### config.mk
export PLATFORM = sky130hd
export DESIGN_NAME = bpa_ctrl_flat
export DESIGN_NICKNAME = d
export VERILOG_FILES = /design/src/hw/rtl/bpa_pkg.sv /design/src/hw/rtl/bpa_req_if.sv /design/src/hw/rtl/bpa_rsp_if.sv /design/src/hw/rtl/bpa_ctrl.sv /design/src/flat_wrapper.sv
export SDC_FILE = /design/constraint.sdc
export NUM_CORES = 1
export LEC_CHECK = 0
export ABC_AREA = 1
export BUFFER_PORTS_ARGS = -buffer_cell sky130_fd_sc_hd__buf_2
export CORE_ASPECT_RATIO = 0.5
export CORE_MARGIN = 3
export CORE_UTILIZATION = 50
export DETAILED_ROUTE_END_ITERATION = 6
export PLACE_DENSITY = 0.8
export SYNTH_ARGS = -nofsm -noshare
export SYNTH_HDL_FRONTEND = slang
export SYNTH_SLANG_ARGS = --single-unit
### constraint.sdc
create_clock -name i_clk -period 4.8 [get_ports i_clk]
set_clock_uncertainty 0.2 [all_clocks]
set_input_delay 0.96 -clock i_clk [delete_from_list [all_inputs] [get_ports i_clk]]
set_output_delay 0.96 -clock i_clk [all_outputs]
set_load 0.05 [all_outputs]
### src/hw/rtl/bpa_pkg.sv
// Shared constants, codes and control structures for the buddy page allocator.
package bpa_pkg;

    localparam int MAX_PAGES  = 4096;
    localparam int NUM_ORDERS = 11;
    localparam int PAGE_W     = $clog2(MAX_PAGES);
    localparam int LINK_W     = PAGE_W + 1;
    localparam int ORD_W      = 4;
    localparam int BASE_W     = 52;
    localparam int FRAME_W    = BASE_W + 1;
    localparam int PCNT_W     = 13;
    localparam int CFG_IDX_W  = 1;
    localparam int CFG_DATA_W = BASE_W;

    localparam logic [LINK_W-1:0] NIL_LINK = LINK_W'(MAX_PAGES);
    localparam logic [ORD_W-1:0]  TOP_ORD  = ORD_W'(NUM_ORDERS - 1);

    // Register indexes of the configuration port.
    localparam logic [CFG_IDX_W-1:0] CFG_BASE_FRAME = 1'b0;
    localparam logic [CFG_IDX_W-1:0] CFG_PAGE_COUNT = 1'b1;

    // Request modes.
    localparam logic [1:0] MODE_INIT  = 2'd0;
    localparam logic [1:0] MODE_ALLOC = 2'd1;
    localparam logic [1:0] MODE_FREE  = 2'd2;

    // Result status codes.
    localparam logic [1:0] ST_OK    = 2'd0;
    localparam logic [1:0] ST_NOMEM = 2'd1;
    localparam logic [1:0] ST_BAD   = 2'd2;

    // Per-page record: allocated bit and block order.
    typedef struct packed {
        logic             alloc;
        logic [ORD_W-1:0] ord;
    } t_meta;

    // Commands from the controller to the datapath.
    typedef struct packed {
        logic              meta_re;
        logic [PAGE_W-1:0] meta_raddr;
        logic              meta_we;
        logic [PAGE_W-1:0] meta_waddr;
        t_meta             meta_wdata;
        logic              link_re;
        logic [PAGE_W-1:0] link_raddr;
        logic              nxt_we;
        logic [PAGE_W-1:0] nxt_waddr;
        logic [LINK_W-1:0] nxt_wdata;
        logic              prv_we;
        logic [PAGE_W-1:0] prv_waddr;
        logic [LINK_W-1:0] prv_wdata;
        logic [ORD_W-1:0]  lst_ord;
        logic              head_we;
        logic [LINK_W-1:0] head_wdata;
        logic              cnt_inc;
        logic              cnt_dec;
        logic              lists_clear;
        logic              total_add;
        logic              total_sub;
        logic [ORD_W-1:0]  total_ord;
        logic              pool_latch;
        logic              frame_calc;
        logic [PAGE_W-1:0] frame_page;
        logic [ORD_W-1:0]  buddy_ord;
    } t_dp_cmd;

    // Status from the datapath to the controller.
    typedef struct packed {
        t_meta             meta_rdata;
        logic [LINK_W-1:0] nxt_rdata;
        logic [LINK_W-1:0] prv_rdata;
        logic [LINK_W-1:0] head;
        logic [LINK_W-1:0] count;
        logic [LINK_W-1:0] total;
        logic [LINK_W-1:0] pool_pages;
        logic [LINK_W-1:0] buddy;
    } t_dp_stat;

endpackage

### src/hw/rtl/bpa_req_if.sv
// Request channel: valid/ready handshake with mode, order and page index.
interface bpa_req_if;
    logic                        valid;
    logic                        ready;
    logic [1:0]                  mode;
    logic [bpa_pkg::ORD_W-1:0]   order;
    logic [bpa_pkg::PAGE_W-1:0]  page_index;

    modport source (output valid, mode, order, page_index, input ready);
    modport sink   (input valid, mode, order, page_index, output ready);
endinterface

### src/hw/rtl/bpa_rsp_if.sv
// Response channel: valid/ready handshake with status, block index and free count.
interface bpa_rsp_if;
    logic                        valid;
    logic                        ready;
    logic [1:0]                  status;
    logic [bpa_pkg::PAGE_W-1:0]  block_index;
    logic [bpa_pkg::LINK_W-1:0]  free_pages;

    modport source (output valid, status, block_index, free_pages, input ready);
    modport sink   (input valid, status, block_index, free_pages, output ready);
endinterface

### src/hw/rtl/bpa_ctrl.sv
// Allocator controller: request sequencing, list and merge steps, response register.
module bpa_ctrl (
    input  logic              i_clk,
    input  logic              i_rst_n,
    bpa_req_if.sink           i_req,
    bpa_rsp_if.source         o_rsp,
    output bpa_pkg::t_dp_cmd  o_cmd,
    input  bpa_pkg::t_dp_stat i_stat
);

    typedef enum logic [4:0] {
        S_IDLE, S_INIT0, S_MARK, S_IFREE, S_FB1, S_MG0, S_MG1, S_MG2, S_MG3, S_MG4,
        S_FBEND, S_ALLOC0, S_ASRCH, S_ASPL, S_ASPL1, S_ASPL2, S_ASPL3, S_AFIN,
        S_FREE0, S_FREE1, S_PUSH1, S_PUSH2, S_DROP0, S_DROP1, S_BD0, S_BD1, S_DONE
    } t_state;

    t_state                       r_state;
    t_state                       r_ret;
    logic                         r_init;
    logic [bpa_pkg::ORD_W-1:0]    r_ord;
    logic [bpa_pkg::ORD_W-1:0]    r_o;
    logic [bpa_pkg::PAGE_W-1:0]   r_idx;
    logic [bpa_pkg::PAGE_W-1:0]   r_p;
    logic [bpa_pkg::PAGE_W-1:0]   r_arg;
    logic [bpa_pkg::LINK_W-1:0]   r_b;
    logic [bpa_pkg::LINK_W-1:0]   r_i;
    logic [1:0]                   r_st;
    logic [bpa_pkg::PAGE_W-1:0]   r_blk;
    logic                         r_out_valid;
    logic [1:0]                   r_out_status;
    logic [bpa_pkg::PAGE_W-1:0]   r_out_block;
    logic [bpa_pkg::LINK_W-1:0]   r_out_free;

    logic [bpa_pkg::ORD_W-1:0]    clip_ord;
    logic [bpa_pkg::PAGE_W-1:0]   b_page;
    logic [bpa_pkg::PAGE_W-1:0]   merged_p;
    logic                         out_free;

    assign clip_ord = (i_stat.meta_rdata.ord > bpa_pkg::TOP_ORD) ?
                      bpa_pkg::TOP_ORD : i_stat.meta_rdata.ord;
    assign b_page   = r_b[bpa_pkg::PAGE_W-1:0];
    assign merged_p = (b_page < r_p) ? b_page : r_p;
    assign out_free = !r_out_valid || o_rsp.ready;

    assign i_req.ready       = (r_state == S_IDLE);
    assign o_rsp.valid       = r_out_valid;
    assign o_rsp.status      = r_out_status;
    assign o_rsp.block_index = r_out_block;
    assign o_rsp.free_pages  = r_out_free;

    // Datapath commands for the current step.
    always_comb begin
        o_cmd            = '0;
        o_cmd.lst_ord    = r_o;
        o_cmd.frame_page = r_p;
        o_cmd.buddy_ord  = r_o;
        o_cmd.link_raddr = r_arg;
        unique case (r_state)
            S_INIT0: begin
                o_cmd.pool_latch  = 1'b1;
                o_cmd.lists_clear = 1'b1;
            end
            S_MARK: begin
                if (r_i < i_stat.pool_pages) begin
                    o_cmd.meta_we    = 1'b1;
                    o_cmd.meta_waddr = r_i[bpa_pkg::PAGE_W-1:0];
                    o_cmd.meta_wdata = '{alloc: 1'b1, ord: '0};
                end
            end
            S_IFREE: begin
                o_cmd.meta_re    = 1'b1;
                o_cmd.meta_raddr = r_i[bpa_pkg::PAGE_W-1:0];
            end
            S_FREE0: begin
                o_cmd.meta_re    = 1'b1;
                o_cmd.meta_raddr = r_idx;
            end
            S_FB1: begin
                o_cmd.meta_we    = 1'b1;
                o_cmd.meta_waddr = r_p;
                o_cmd.meta_wdata = '{alloc: 1'b0, ord: clip_ord};
                o_cmd.total_add  = 1'b1;
                o_cmd.total_ord  = clip_ord;
            end
            S_MG1: begin
                o_cmd.meta_re    = 1'b1;
                o_cmd.meta_raddr = b_page;
            end
            S_MG4: begin
                o_cmd.meta_we    = 1'b1;
                o_cmd.meta_waddr = merged_p;
                o_cmd.meta_wdata = '{alloc: 1'b0, ord: r_o + 1'b1};
            end
            S_ASPL1: begin
                o_cmd.meta_we    = 1'b1;
                o_cmd.meta_waddr = r_p;
                o_cmd.meta_wdata = '{alloc: 1'b0, ord: r_o - 1'b1};
            end
            S_ASPL2: begin
                o_cmd.meta_we    = (r_b != bpa_pkg::NIL_LINK);
                o_cmd.meta_waddr = b_page;
                o_cmd.meta_wdata = '{alloc: 1'b0, ord: r_o};
            end
            S_AFIN: begin
                o_cmd.meta_we    = 1'b1;
                o_cmd.meta_waddr = r_p;
                o_cmd.meta_wdata = '{alloc: 1'b1, ord: r_ord};
                o_cmd.total_sub  = 1'b1;
                o_cmd.total_ord  = r_ord;
            end
            S_PUSH1: begin
                o_cmd.nxt_we    = 1'b1;
                o_cmd.nxt_waddr = r_arg;
                o_cmd.nxt_wdata = i_stat.head;
                o_cmd.prv_we    = 1'b1;
                o_cmd.prv_waddr = r_arg;
                o_cmd.prv_wdata = bpa_pkg::NIL_LINK;
            end
            S_PUSH2: begin
                o_cmd.prv_we     = (i_stat.head != bpa_pkg::NIL_LINK);
                o_cmd.prv_waddr  = i_stat.head[bpa_pkg::PAGE_W-1:0];
                o_cmd.prv_wdata  = bpa_pkg::LINK_W'(r_arg);
                o_cmd.head_we    = 1'b1;
                o_cmd.head_wdata = bpa_pkg::LINK_W'(r_arg);
                o_cmd.cnt_inc    = 1'b1;
            end
            S_DROP0: begin
                o_cmd.link_re = 1'b1;
            end
            S_DROP1: begin
                // Unlink: predecessor (or head) skips to the successor.
                o_cmd.nxt_we     = (i_stat.prv_rdata != bpa_pkg::NIL_LINK);
                o_cmd.nxt_waddr  = i_stat.prv_rdata[bpa_pkg::PAGE_W-1:0];
                o_cmd.nxt_wdata  = i_stat.nxt_rdata;
                o_cmd.head_we    = (i_stat.prv_rdata == bpa_pkg::NIL_LINK);
                o_cmd.head_wdata = i_stat.nxt_rdata;
                o_cmd.prv_we     = (i_stat.nxt_rdata != bpa_pkg::NIL_LINK);
                o_cmd.prv_waddr  = i_stat.nxt_rdata[bpa_pkg::PAGE_W-1:0];
                o_cmd.prv_wdata  = i_stat.prv_rdata;
                o_cmd.cnt_dec    = 1'b1;
            end
            S_BD0: begin
                o_cmd.frame_calc = 1'b1;
            end
            default: ;
        endcase
    end

    // Sequencer state, working registers and the response register.
    always_ff @(posedge i_clk) begin
        if (!i_rst_n) begin
            r_state     <= S_IDLE;
            r_ret       <= S_IDLE;
            r_init      <= 1'b0;
            r_out_valid <= 1'b0;
        end else begin
            // The response register fills from the last step and empties when taken.
            if ((r_state == S_DONE) && out_free) begin
                r_out_valid <= 1'b1;
            end else if (o_rsp.ready) begin
                r_out_valid <= 1'b0;
            end
            unique case (r_state)
                S_IDLE: begin
                    if (i_req.valid) begin
                        r_init <= 1'b0;
                        r_ord  <= i_req.order;
                        r_idx  <= i_req.page_index;
                        r_blk  <= '0;
                        unique case (i_req.mode)
                            bpa_pkg::MODE_INIT:  r_state <= S_INIT0;
                            bpa_pkg::MODE_ALLOC: r_state <= S_ALLOC0;
                            bpa_pkg::MODE_FREE:  r_state <= S_FREE0;
                            default: begin
                                r_st    <= bpa_pkg::ST_BAD;
                                r_state <= S_DONE;
                            end
                        endcase
                    end
                end
                S_INIT0: begin
                    r_init  <= 1'b1;
                    r_i     <= '0;
                    r_state <= S_MARK;
                end
                S_MARK: begin
                    if (r_i < i_stat.pool_pages) begin
                        r_i <= r_i + 1'b1;
                    end else begin
                        r_i     <= '0;
                        r_state <= S_IFREE;
                    end
                end
                S_IFREE: begin
                    if (r_i < i_stat.pool_pages) begin
                        r_p     <= r_i[bpa_pkg::PAGE_W-1:0];
                        r_state <= S_FB1;
                    end else begin
                        r_st    <= bpa_pkg::ST_OK;
                        r_state <= S_DONE;
                    end
                end
                S_FREE0: begin
                    r_p <= r_idx;
                    if (bpa_pkg::LINK_W'(r_idx) >= i_stat.pool_pages) begin
                        r_st    <= bpa_pkg::ST_BAD;
                        r_state <= S_DONE;
                    end else begin
                        r_state <= S_FREE1;
                    end
                end
                S_FREE1: begin
                    if (!i_stat.meta_rdata.alloc) begin
                        r_st    <= bpa_pkg::ST_BAD;
                        r_state <= S_DONE;
                    end else begin
                        r_state <= S_FB1;
                    end
                end
                // Free the block at r_p and push it on its list.
                S_FB1: begin
                    r_o     <= clip_ord;
                    r_arg   <= r_p;
                    r_ret   <= S_MG0;
                    r_state <= S_PUSH1;
                end
                S_MG0: begin
                    if (r_o < bpa_pkg::TOP_ORD) begin
                        r_ret   <= S_MG1;
                        r_state <= S_BD0;
                    end else begin
                        r_state <= S_FBEND;
                    end
                end
                S_MG1: begin
                    r_state <= (r_b == bpa_pkg::NIL_LINK) ? S_FBEND : S_MG2;
                end
                S_MG2: begin
                    if (i_stat.meta_rdata.alloc || (i_stat.meta_rdata.ord != r_o)) begin
                        r_state <= S_FBEND;
                    end else begin
                        r_arg   <= r_p;
                        r_ret   <= S_MG3;
                        r_state <= S_DROP0;
                    end
                end
                S_MG3: begin
                    r_arg   <= b_page;
                    r_ret   <= S_MG4;
                    r_state <= S_DROP0;
                end
                S_MG4: begin
                    r_p     <= merged_p;
                    r_o     <= r_o + 1'b1;
                    r_arg   <= merged_p;
                    r_ret   <= S_MG0;
                    r_state <= S_PUSH1;
                end
                S_FBEND: begin
                    if (r_init) begin
                        r_i     <= r_i + 1'b1;
                        r_state <= S_IFREE;
                    end else begin
                        r_st    <= bpa_pkg::ST_OK;
                        r_state <= S_DONE;
                    end
                end
                S_ALLOC0: begin
                    r_o <= r_ord;
                    if (r_ord > bpa_pkg::TOP_ORD) begin
                        r_st    <= bpa_pkg::ST_NOMEM;
                        r_state <= S_DONE;
                    end else begin
                        r_state <= S_ASRCH;
                    end
                end
                // Look for the lowest non-empty list, one order a cycle.
                S_ASRCH: begin
                    if (i_stat.count != '0) begin
                        if (i_stat.head == bpa_pkg::NIL_LINK) begin
                            r_st    <= bpa_pkg::ST_NOMEM;
                            r_state <= S_DONE;
                        end else begin
                            r_p     <= i_stat.head[bpa_pkg::PAGE_W-1:0];
                            r_state <= S_ASPL;
                        end
                    end else if (r_o == bpa_pkg::TOP_ORD) begin
                        r_st    <= bpa_pkg::ST_NOMEM;
                        r_state <= S_DONE;
                    end else begin
                        r_o <= r_o + 1'b1;
                    end
                end
                S_ASPL: begin
                    r_arg   <= r_p;
                    r_ret   <= (r_o > r_ord) ? S_ASPL1 : S_AFIN;
                    r_state <= S_DROP0;
                end
                S_ASPL1: begin
                    r_o     <= r_o - 1'b1;
                    r_ret   <= S_ASPL2;
                    r_state <= S_BD0;
                end
                S_ASPL2: begin
                    r_arg   <= r_p;
                    r_ret   <= S_ASPL3;
                    r_state <= S_PUSH1;
                end
                S_ASPL3: begin
                    if (r_b != bpa_pkg::NIL_LINK) begin
                        r_arg   <= b_page;
                        r_ret   <= S_ASPL;
                        r_state <= S_PUSH1;
                    end else begin
                        r_state <= S_ASPL;
                    end
                end
                S_AFIN: begin
                    r_blk   <= r_p;
                    r_st    <= bpa_pkg::ST_OK;
                    r_state <= S_DONE;
                end
                S_PUSH1: r_state <= S_PUSH2;
                S_PUSH2: r_state <= r_ret;
                S_DROP0: r_state <= S_DROP1;
                S_DROP1: r_state <= r_ret;
                S_BD0:   r_state <= S_BD1;
                S_BD1: begin
                    r_b     <= i_stat.buddy;
                    r_state <= r_ret;
                end
                S_DONE: begin
                    if (out_free) begin
                        r_out_status <= r_st;
                        r_out_block  <= r_blk;
                        r_out_free   <= i_stat.total;
                        r_state      <= S_IDLE;
                    end
                end
                default: r_state <= S_IDLE;
            endcase
        end
    end

    // A new request is taken only after the previous one has left.
    a_one_at_a_time: assert property (@(posedge i_clk) disable iff (!i_rst_n)
        (i_req.valid && i_req.ready) |=> !i_req.ready)
        else $error("request accepted while busy");

    // Only a successful allocation reports a nonzero block.
    a_block_only_ok: assert property (@(posedge i_clk) disable iff (!i_rst_n)
        (o_rsp.valid && (o_rsp.block_index != '0)) |-> (o_rsp.status == bpa_pkg::ST_OK))
        else $error("block index on a failed request");

    // The reported free total never exceeds MAX_PAGES.
    a_total_bound: assert property (@(posedge i_clk) disable iff (!i_rst_n)
        o_rsp.valid |-> (o_rsp.free_pages <= bpa_pkg::LINK_W'(bpa_pkg::MAX_PAGES)))
        else $error("free total beyond pool size");

    // List operations stay within the order range.
    a_order_range: assert property (@(posedge i_clk) disable iff (!i_rst_n)
        ((r_state == S_PUSH1) || (r_state == S_DROP1)) |-> (r_o <= bpa_pkg::TOP_ORD))
        else $error("list order out of range");

endmodule

### src/flat_wrapper.sv
// flat-port wrapper written by rule: the top's interface ports become plain ports
module bpa_ctrl_flat 
  (i_clk, i_rst_n, o_cmd, i_stat, i_req_valid, i_req_mode, i_req_order, i_req_page_index, i_req_ready, o_rsp_valid, o_rsp_status, o_rsp_block_index, o_rsp_free_pages, o_rsp_ready);
  bpa_req_if i_req_i ();
  bpa_rsp_if o_rsp_i ();
  input  logic i_clk;
  input  logic i_rst_n;
  output bpa_pkg::t_dp_cmd o_cmd;
  input  bpa_pkg::t_dp_stat i_stat;
  input wire logic [$bits(i_req_i.valid)-1:0] i_req_valid;
  input wire logic [$bits(i_req_i.mode)-1:0] i_req_mode;
  input wire logic [$bits(i_req_i.order)-1:0] i_req_order;
  input wire logic [$bits(i_req_i.page_index)-1:0] i_req_page_index;
  output wire logic [$bits(i_req_i.ready)-1:0] i_req_ready;
  output wire logic [$bits(o_rsp_i.valid)-1:0] o_rsp_valid;
  output wire logic [$bits(o_rsp_i.status)-1:0] o_rsp_status;
  output wire logic [$bits(o_rsp_i.block_index)-1:0] o_rsp_block_index;
  output wire logic [$bits(o_rsp_i.free_pages)-1:0] o_rsp_free_pages;
  input wire logic [$bits(o_rsp_i.ready)-1:0] o_rsp_ready;
  assign i_req_i.valid = i_req_valid;
  assign i_req_i.mode = i_req_mode;
  assign i_req_i.order = i_req_order;
  assign i_req_i.page_index = i_req_page_index;
  assign i_req_ready = i_req_i.ready;
  assign o_rsp_valid = o_rsp_i.valid;
  assign o_rsp_status = o_rsp_i.status;
  assign o_rsp_block_index = o_rsp_i.block_index;
  assign o_rsp_free_pages = o_rsp_i.free_pages;
  assign o_rsp_i.ready = o_rsp_ready;
  bpa_ctrl u_core (.i_clk(i_clk), .i_rst_n(i_rst_n), .i_req(i_req_i), .o_rsp(o_rsp_i), .o_cmd(o_cmd), .i_stat(i_stat));
endmodule
==> results of run 1 <==
## kinds of logic after synthesis
kind of cell	Yosys count
xor+xnor	9
flops	123
compound gates	166
buf+inv	205
simple gates	524
fa+ha+maj	43
## state kept, by name, summed over array words and instances, names as in the netlist
signal	cells
u_core.r_st	2
u_core.r_ret	5
u_core.o_rsp.block_index	12
u_core.r_b	13
u_core.o_rsp.free_pages	13
u_core.r_idx	12
u_core.o_rsp.status	2
u_core.r_state	5
u_core.r_init	1
u_core.r_i	13
u_core.r_arg	12
u_core.r_p	12
u_core.r_o	4
u_core.o_rsp.valid	1
u_core.r_blk	12
u_core.r_ord	4
## routing by layer
layer | vias to the layer above | global-route usage | part of all wire
li1 | 4222 | - | -
met1 | 4428 | 0.484 | 0.39
met2 | 727 | 0.563 | 0.45
met3 | 101 | 0.0886 | 0.14
met4 | 4 | 0.102 | 0.027
met5 | - | 0 | 0.00079
## cells in the final DEF, fill, tap and decap left out, types with 9 or more instances in the layout
cell and instances:
o21ai_0 41, buf_2 287, inv_1 146, edfxtp_1 111, o221ai_1 16, nor2_1 107
a22oi_1 12, ha_1 43, o22ai_1 25, inv_2 19, clkbuf_16 17, nand2_1 254
nand4_1 44, nor3_1 9, dfxtp_1 12, nand3_1 75, o211ai_1 10, a21oi_1 40
buf_4 15
## worst register-to-register path, stage by stage (launching register included)
cell	delay, ns
dfxtp_1	0.72
inv_2	0.30
nor3_4	0.68
inv_2	0.10
nand3_1	0.12
o2111a_1	0.64
## final cells by class
class                   count  area, um^2  area share
inverters                 165         619      0.0582
clock inverters            15         151      0.0142
flip-flops and latches    123        3570       0.336
clock buffers              17         425      0.0400
well taps                 221         277      0.0260
multi-input cells         742        4040       0.380
repair buffers            302        1550       0.146
## power by group through the flow
stage / Sequential [mW] / Combinational (mW) / Clock (mW)
final: 1.60 / 2.09 / 1.29
after global routing: 1.61 / 2.25 / 1.35
after CTS: 1.59 / 2.05 / 1.29
after detailed placement: 1.61 / 2.04 / 0
after global placement: 1.61 / 2.02 / 0
after floorplan: 1.69 / 1.37 / 0
## worst max-delay path by stage
stage / startpoint / end / slack (ns) / cells past startpoint
4_1_cts: u_core.r_p[5]$_DFFE_PP_ / o_cmd[118] / 0.62 / 13
5_1_grt: u_core.r_p[5]$_DFFE_PP_ / o_cmd[118] / 0.36 / 13
2_1_floorplan: i_rst_n / u_core.o_rsp.block_index[0]$_DFFE_PP_ / 0.94 / 3
6_report: u_core.r_p[5]$_DFFE_PP_ / o_cmd[118] / 0.46 / 13
3_3_place_gp: i_stat[25] / o_cmd[117] / 1.02 / 12
3_5_place_dp: i_stat[25] / o_cmd[118] / 0.93 / 12
==> flow_metrics.py, run 1 <==
metrics = {
    "synth": {
        "yosys.area_share.adder": 0.0639,
        "synth_xor_area_frac": 0.00936,
        "synth_compound_area_frac": 0.124,
        "synthTopCellsByArea": "edfxtp_1 40%, nand2_1 11%, inv_1 6.5%",
        "ys.flop_type": "edfxtp_1",
        "synth_async_sr_flop_share": 0,
        "synth.avg_cell_area_um2": 7.87,
        "synth_area_leader_cell": "edfxtp_1",
        "synth-simple-area-share": 0.281,
        "synth-seq-cells": 123,
        "synth_cell_types": 49,
        "syn_nets": 1231,
        "yosysMostFrequentCell": "nand2_1",
        "synthCells": 1070,
        "synth_top_family_by_area": "simple AND/OR/NAND/NOR gates",
        "synth_seq_area_share": 0.424,
        "yosys_warnings": 0,
        "synth_common_cells": "254 x nand2_1, 146 x inv_1, 111 x edfxtp_1",
        "synth_top_area_share": 0.396,
        "synth_edf_count": 111,
        "syn_area_um2": 8420,
        "synthMuxAreaShare": 0,
    },
    "detailed_routing": {
        "routed_wirelength_um": 34000,
        "drt_iter0_drc": 1327,
        "avgRoutedWirePerCell_um": 21.5,
        "drc": 0,
        "viasPerCell": 5.98,
        "vias": 9482,
        "drt-pass1-iter-count": 6,
        "postRouteAntennaNets": 0,
    },
    "final_layout": {
        "n_fill_cell": 1404,
        "diodes": 0,
        "layout.cells.non_filler": 1585,
        "post-route-util": 0.667,
        "finalNetCount": 1512,
        "drive_gt1_frac": 0.281,
        "area_growth_pct": 26.2,
        "final_cell_area_um2": 10600,
    },
    "setup_path": {
        "end_kind": "primary output",
        "cp_max_fo": 13,
        "reg2reg_slack_ns": 1.67,
        "crit_buf_inv": 4,
        "regToRegStartpoint": "u_core.r_state[4]$_SDFFE_PN0P_",
        "crit_arrival_ns": 3.18,
        "path_delay_family": "simple AND/OR/NAND/NOR gates",
        "r2r_cells": 5,
        "path_common_cell": "nand2_1",
        "crit_chain": "inv_1 > ha_1 > nand2_1 > inv_1 > o21bai_1 > a21oi_1 > nor2_1 > buf_4 > nand2_1 > nand2_1 > nand3_1 > nand4_1 > buf_2",
        "crit_path_top_delay_cell": "edfxtp_1",
        "worstSetupPathType": "register to primary output",
        "r2r_end": "u_core.r_p[0]$_DFFE_PP_",
        "crit_required_ns": 3.64,
        "crit_path_max_incr_delay_ns": 0.47,
        "startpoint_type": "register",
    },
    "pwr": {
        "cellLeakagePower_nw": 5.47,
        "combinationalPowerShare": 0.419,
        "irDropWorstVdd_v": 0.000281,
        "seqPwrFrac": 0.321,
        "p_clk_frac": 0.260,
        "power.total_mw": 4.98,
        "switching_power_mw": 2.30,
        "swShare": 0.462,
        "power_density_nw_per_um2": 469,
        "p_int_mw": 2.68,
    },
    "clock_network": {
        "cts_tree": "built",
        "cts_root_buffer": "clkbuf_16",
        "clock_sinks": 123,
        "cts_buffer_depth": 2,
        "cts_buffers": 17,
        "clk_pin_slew_ns": 0.06,
        "hold_buffers": 0,
        "cts-resized-gates": 0,
        "h-tree-depth": 4,
        "post_cts_buffers": 0,
        "clock_latency_ns": 0.42,
    },
    "timing": {
        "fin_ws_ns": 0.456,
        "hold_viol": 0,
        "relSlewSlack": 0.276,
        "period_share": 0.905,
        "hold_slack_ns": 0.215,
        "fin_crit_ns": 4.34,
        "rsz0062_at_grt": "false",
        "finalMaxSlewViolations": 0,
        "fin_setup_tns_ns": 0,
        "fmax_ghz": 0.230,
        "tightest_slew_ns": 1.08,
        "setup_viol_count_final": 0,
    },
    "min_path": {
        "hold_start": "u_core.r_st[1]$_DFFE_PP_",
        "worstHoldPathCells": 0,
        "min_to": "u_core.o_rsp.status[1]$_DFFE_PP_",
        "hp-class": "register to register",
    },
    "global_routing": {
        "grt_antenna_before_repair": 2,
        "grt_max_degree": 41,
        "overflow": 0,
        "grt_pass1_wl_um": 50900,
        "track_usage": 0.354,
        "grt_pass1_vias": 8931,
    },
    "floorplan": {
        "io_pins": 288,
        "num_rows": 32,
        "die_h_um": 97.8,
        "start_util": 0.529,
        "dieWidth_um": 190,
        "dieArea_um2": 18500,
        "coreArea_um2": 15900,
    },
    "placement": {
        "pre_cts_slack_ns": 0.931,
        "routabilityCongestion": 0.994,
        "postPlaceCellArea_um2": 10100,
        "dp_hpwl_um": 26800,
        "port_buffers": 287,
        "placed_cells": 1553,
    },
    "outcome": {
        "status": "completed",
    },
    "run": {
        "cap_violations": 0,
    },
}
(Power assumes the default switching activity.)
==> run 2: changes to the inputs <==
--- a/config.mk
+++ b/config.mk
@@ -7,11 +7,13 @@
 export LEC_CHECK = 0
 export ABC_AREA = 1
 export BUFFER_PORTS_ARGS = -buffer_cell sky130_fd_sc_hd__buf_2
+export CELL_PAD_IN_SITES_DETAIL_PLACEMENT = 1
+export CELL_PAD_IN_SITES_GLOBAL_PLACEMENT = 1
 export CORE_ASPECT_RATIO = 0.5
 export CORE_MARGIN = 3
-export CORE_UTILIZATION = 50
+export CORE_UTILIZATION = 37
 export DETAILED_ROUTE_END_ITERATION = 6
-export PLACE_DENSITY = 0.8
+export PLACE_DENSITY_LB_ADDON = 0.1
 export SYNTH_ARGS = -nofsm -noshare
 export SYNTH_HDL_FRONTEND = slang
 export SYNTH_SLANG_ARGS = --single-unit
==> run 2 against run 1 <==
Design area up 0.96%; final cell count up 4.9%; clock-buffer cell count up 1; maximum frequency up 8.2%; core utilization down 18 points; critical endpoint is now o_cmd[120]; combinational power about the same; worst hold slack better by 0.0044 ns; routed wire length up 6.8%; via count down 4.7%.
==> flow_metrics.py, run 2 (synthesized netlist as in run 1, its figures left out) <==
metrics = {
    "setup_path": {
        "crit_chain": "inv_1 > ha_1 > o21ai_0 > nand2_1 > nand3_1 > nand2_1 > nand4_1 > buf_4 > nand2_1 > nand2_1 > nand3_1 > nand4_1 > buf_2",
        "worstSetupPathType": "register to primary output",
        "startpoint_type": "register",
        "r2r_cells": 7,
        "cp_max_fo": 13,
        "cp-startpoint": "u_core.r_p[1]$_DFFE_PP_",
        "crit_required_ns": 3.64,
        "crit_arrival_ns": 2.86,
        "regToRegStartpoint": "u_core.r_state[1]$_SDFFE_PN0P_",
        "crit_path_max_incr_delay_ns": 0.44,
        "end_kind": "primary output",
        "crit_path_top_delay_cell": "edfxtp_1",
        "path_common_cell": "nand2_1",
    },
    "detailed_routing": {
        "avgRoutedWirePerCell_um": 21.9,
        "vias": 9036,
        "routed_wirelength_um": 36400,
        "viasPerCell": 5.44,
        "drt_iter0_drc": 676,
        "drc": 0,
        "postRouteAntennaNets": 0,
        "drt-pass1-iter-count": 5,
    },
    "min_path": {
        "hold_start": "u_core.r_blk[3]$_SDFFCE_PP0P_",
        "hp-class": "register to register",
        "worstHoldPathCells": 0,
    },
    "global_routing": {
        "overflow": 0,
        "grt_antenna_before_repair": 0,
        "track_usage": 0.290,
        "grt_pass1_wl_um": 54300,
        "grt_pass1_vias": 9310,
        "grt_max_degree": 41,
    },
    "pwr": {
        "irDropWorstVdd_v": 0.000238,
        "cellLeakagePower_nw": 5.47,
        "power_density_nw_per_um2": 466,
    },
    "timing": {
        "fin_setup_tns_ns": 0,
        "fin_crit_ns": 4.02,
        "setup_viol_count_final": 0,
        "finalMaxSlewViolations": 0,
        "period_share": 0.837,
        "fmax_ghz": 0.249,
        "relSlewSlack": 0.333,
        "hold_viol": 0,
        "tightest_slew_ns": 0.997,
        "rsz0062_at_grt": "false",
    },
    "floorplan": {
        "coreArea_um2": 22000,
        "die_h_um": 113,
        "dieWidth_um": 219,
        "num_rows": 38,
        "start_util": 0.383,
        "dieArea_um2": 24700,
        "io_pins": 288,
    },
    "final_layout": {
        "area_growth_pct": 27.5,
        "drive_gt1_frac": 0.278,
        "layout_commonest_cell": "buf_2",
        "final_cell_mix": "287 x buf_2, 254 x nand2_1, 146 x inv_1",
        "finalNetCount": 1512,
        "post-route-util": 0.488,
        "top_regs": "u_core.o_rsp.free_pages: 13 flops, u_core.r_b: 13 flops, u_core.r_i: 13 flops",
        "n_fill_cell": 2803,
        "diodes": 0,
    },
    "clock_network": {
        "cts-resized-gates": 0,
        "post_cts_buffers": 0,
        "cts_root_buffer": "clkbuf_16",
        "cts_buffers": 17,
        "cts_tree": "built",
        "cts_buffer_depth": 2,
        "h-tree-depth": 4,
        "clk_pin_slew_ns": 0.06,
        "clock_sinks": 123,
        "hold_buffers": 0,
        "clock_latency_ns": 0.42,
    },
    "placement": {
        "port_buffers": 287,
        "routabilityCongestion": 0.940,
        "dp_hpwl_um": 29400,
    },
    "outcome": {
        "status": "completed",
    },
    "run": {
        "cap_violations": 0,
    },
}
[run 2: routing by layer]
metal / vias up / global-route usage / part of all wire
met5: - / 0 / 0
li1: 4217 / - / -
met2: 360 / 0.485 / 0.47
met4: 0 / 0.0901 / 0.026
met3: 64 / 0.0692 / 0.078
met1: 4395 / 0.376 / 0.43
[run 2: cell type report]
cell class | instances | area (um^2) | area share
clock buffers | 18 | 429 | 0.0400
clock inverters | 12 | 151 | 0.0141
inverters | 165 | 619 | 0.0577
multi-input cells | 742 | 4040 | 0.376
flip-flops and latches | 123 | 3570 | 0.333
well taps | 300 | 375 | 0.0350
repair buffers | 302 | 1550 | 0.144
[run 2: where the power goes]
group          internal, mW  switching [mW]
Combinational         0.554            1.57
Clock                 0.807           0.487
Sequential             1.40           0.187
Total                  2.76            2.24
[run 2: path summary, 6_finish.rpt]
| check | slack (ns) | end |
|---|---|---|
| setup reg to reg | 1.80 | u_core.r_p[3]$_DFFE_PP_ |
| setup / recovery | 0.78 | o_cmd[120] |
| hold / removal | 0.22 | u_core.o_rsp.block_index[3]$_DFFE_PP_ |
| hold reg to reg | 0.22 | u_core.o_rsp.block_index[3]$_DFFE_PP_ |
[run 2: worst max-delay path: cells and delay by family (launching register included)]
family	cells	cell delay (ns)
adder cells (fa/ha/maj)	1	0.24
buffers and inverters	3	0.61
AND/OR/NAND/NOR	8	1.04
flip-flops	1	0.44
AO/OA/AOI/OAI	1	0.09
[run 2: stage by stage]
stage                     power (mW)  cell area, um^2  worst slack (ns)  hold WS [ns]  cells
after floorplan                 3.06             8420             0.939         0.200   1070
after global routing            5.27            10700             0.603         0.223   1662
final                           5.01            10700             0.785         0.220   1662
after CTS                       5.00            10700             0.789         0.219   1662
after detailed placement        3.71            10200             0.833         0.206   1632
after global placement          3.66            10200             0.877         0.202   1632
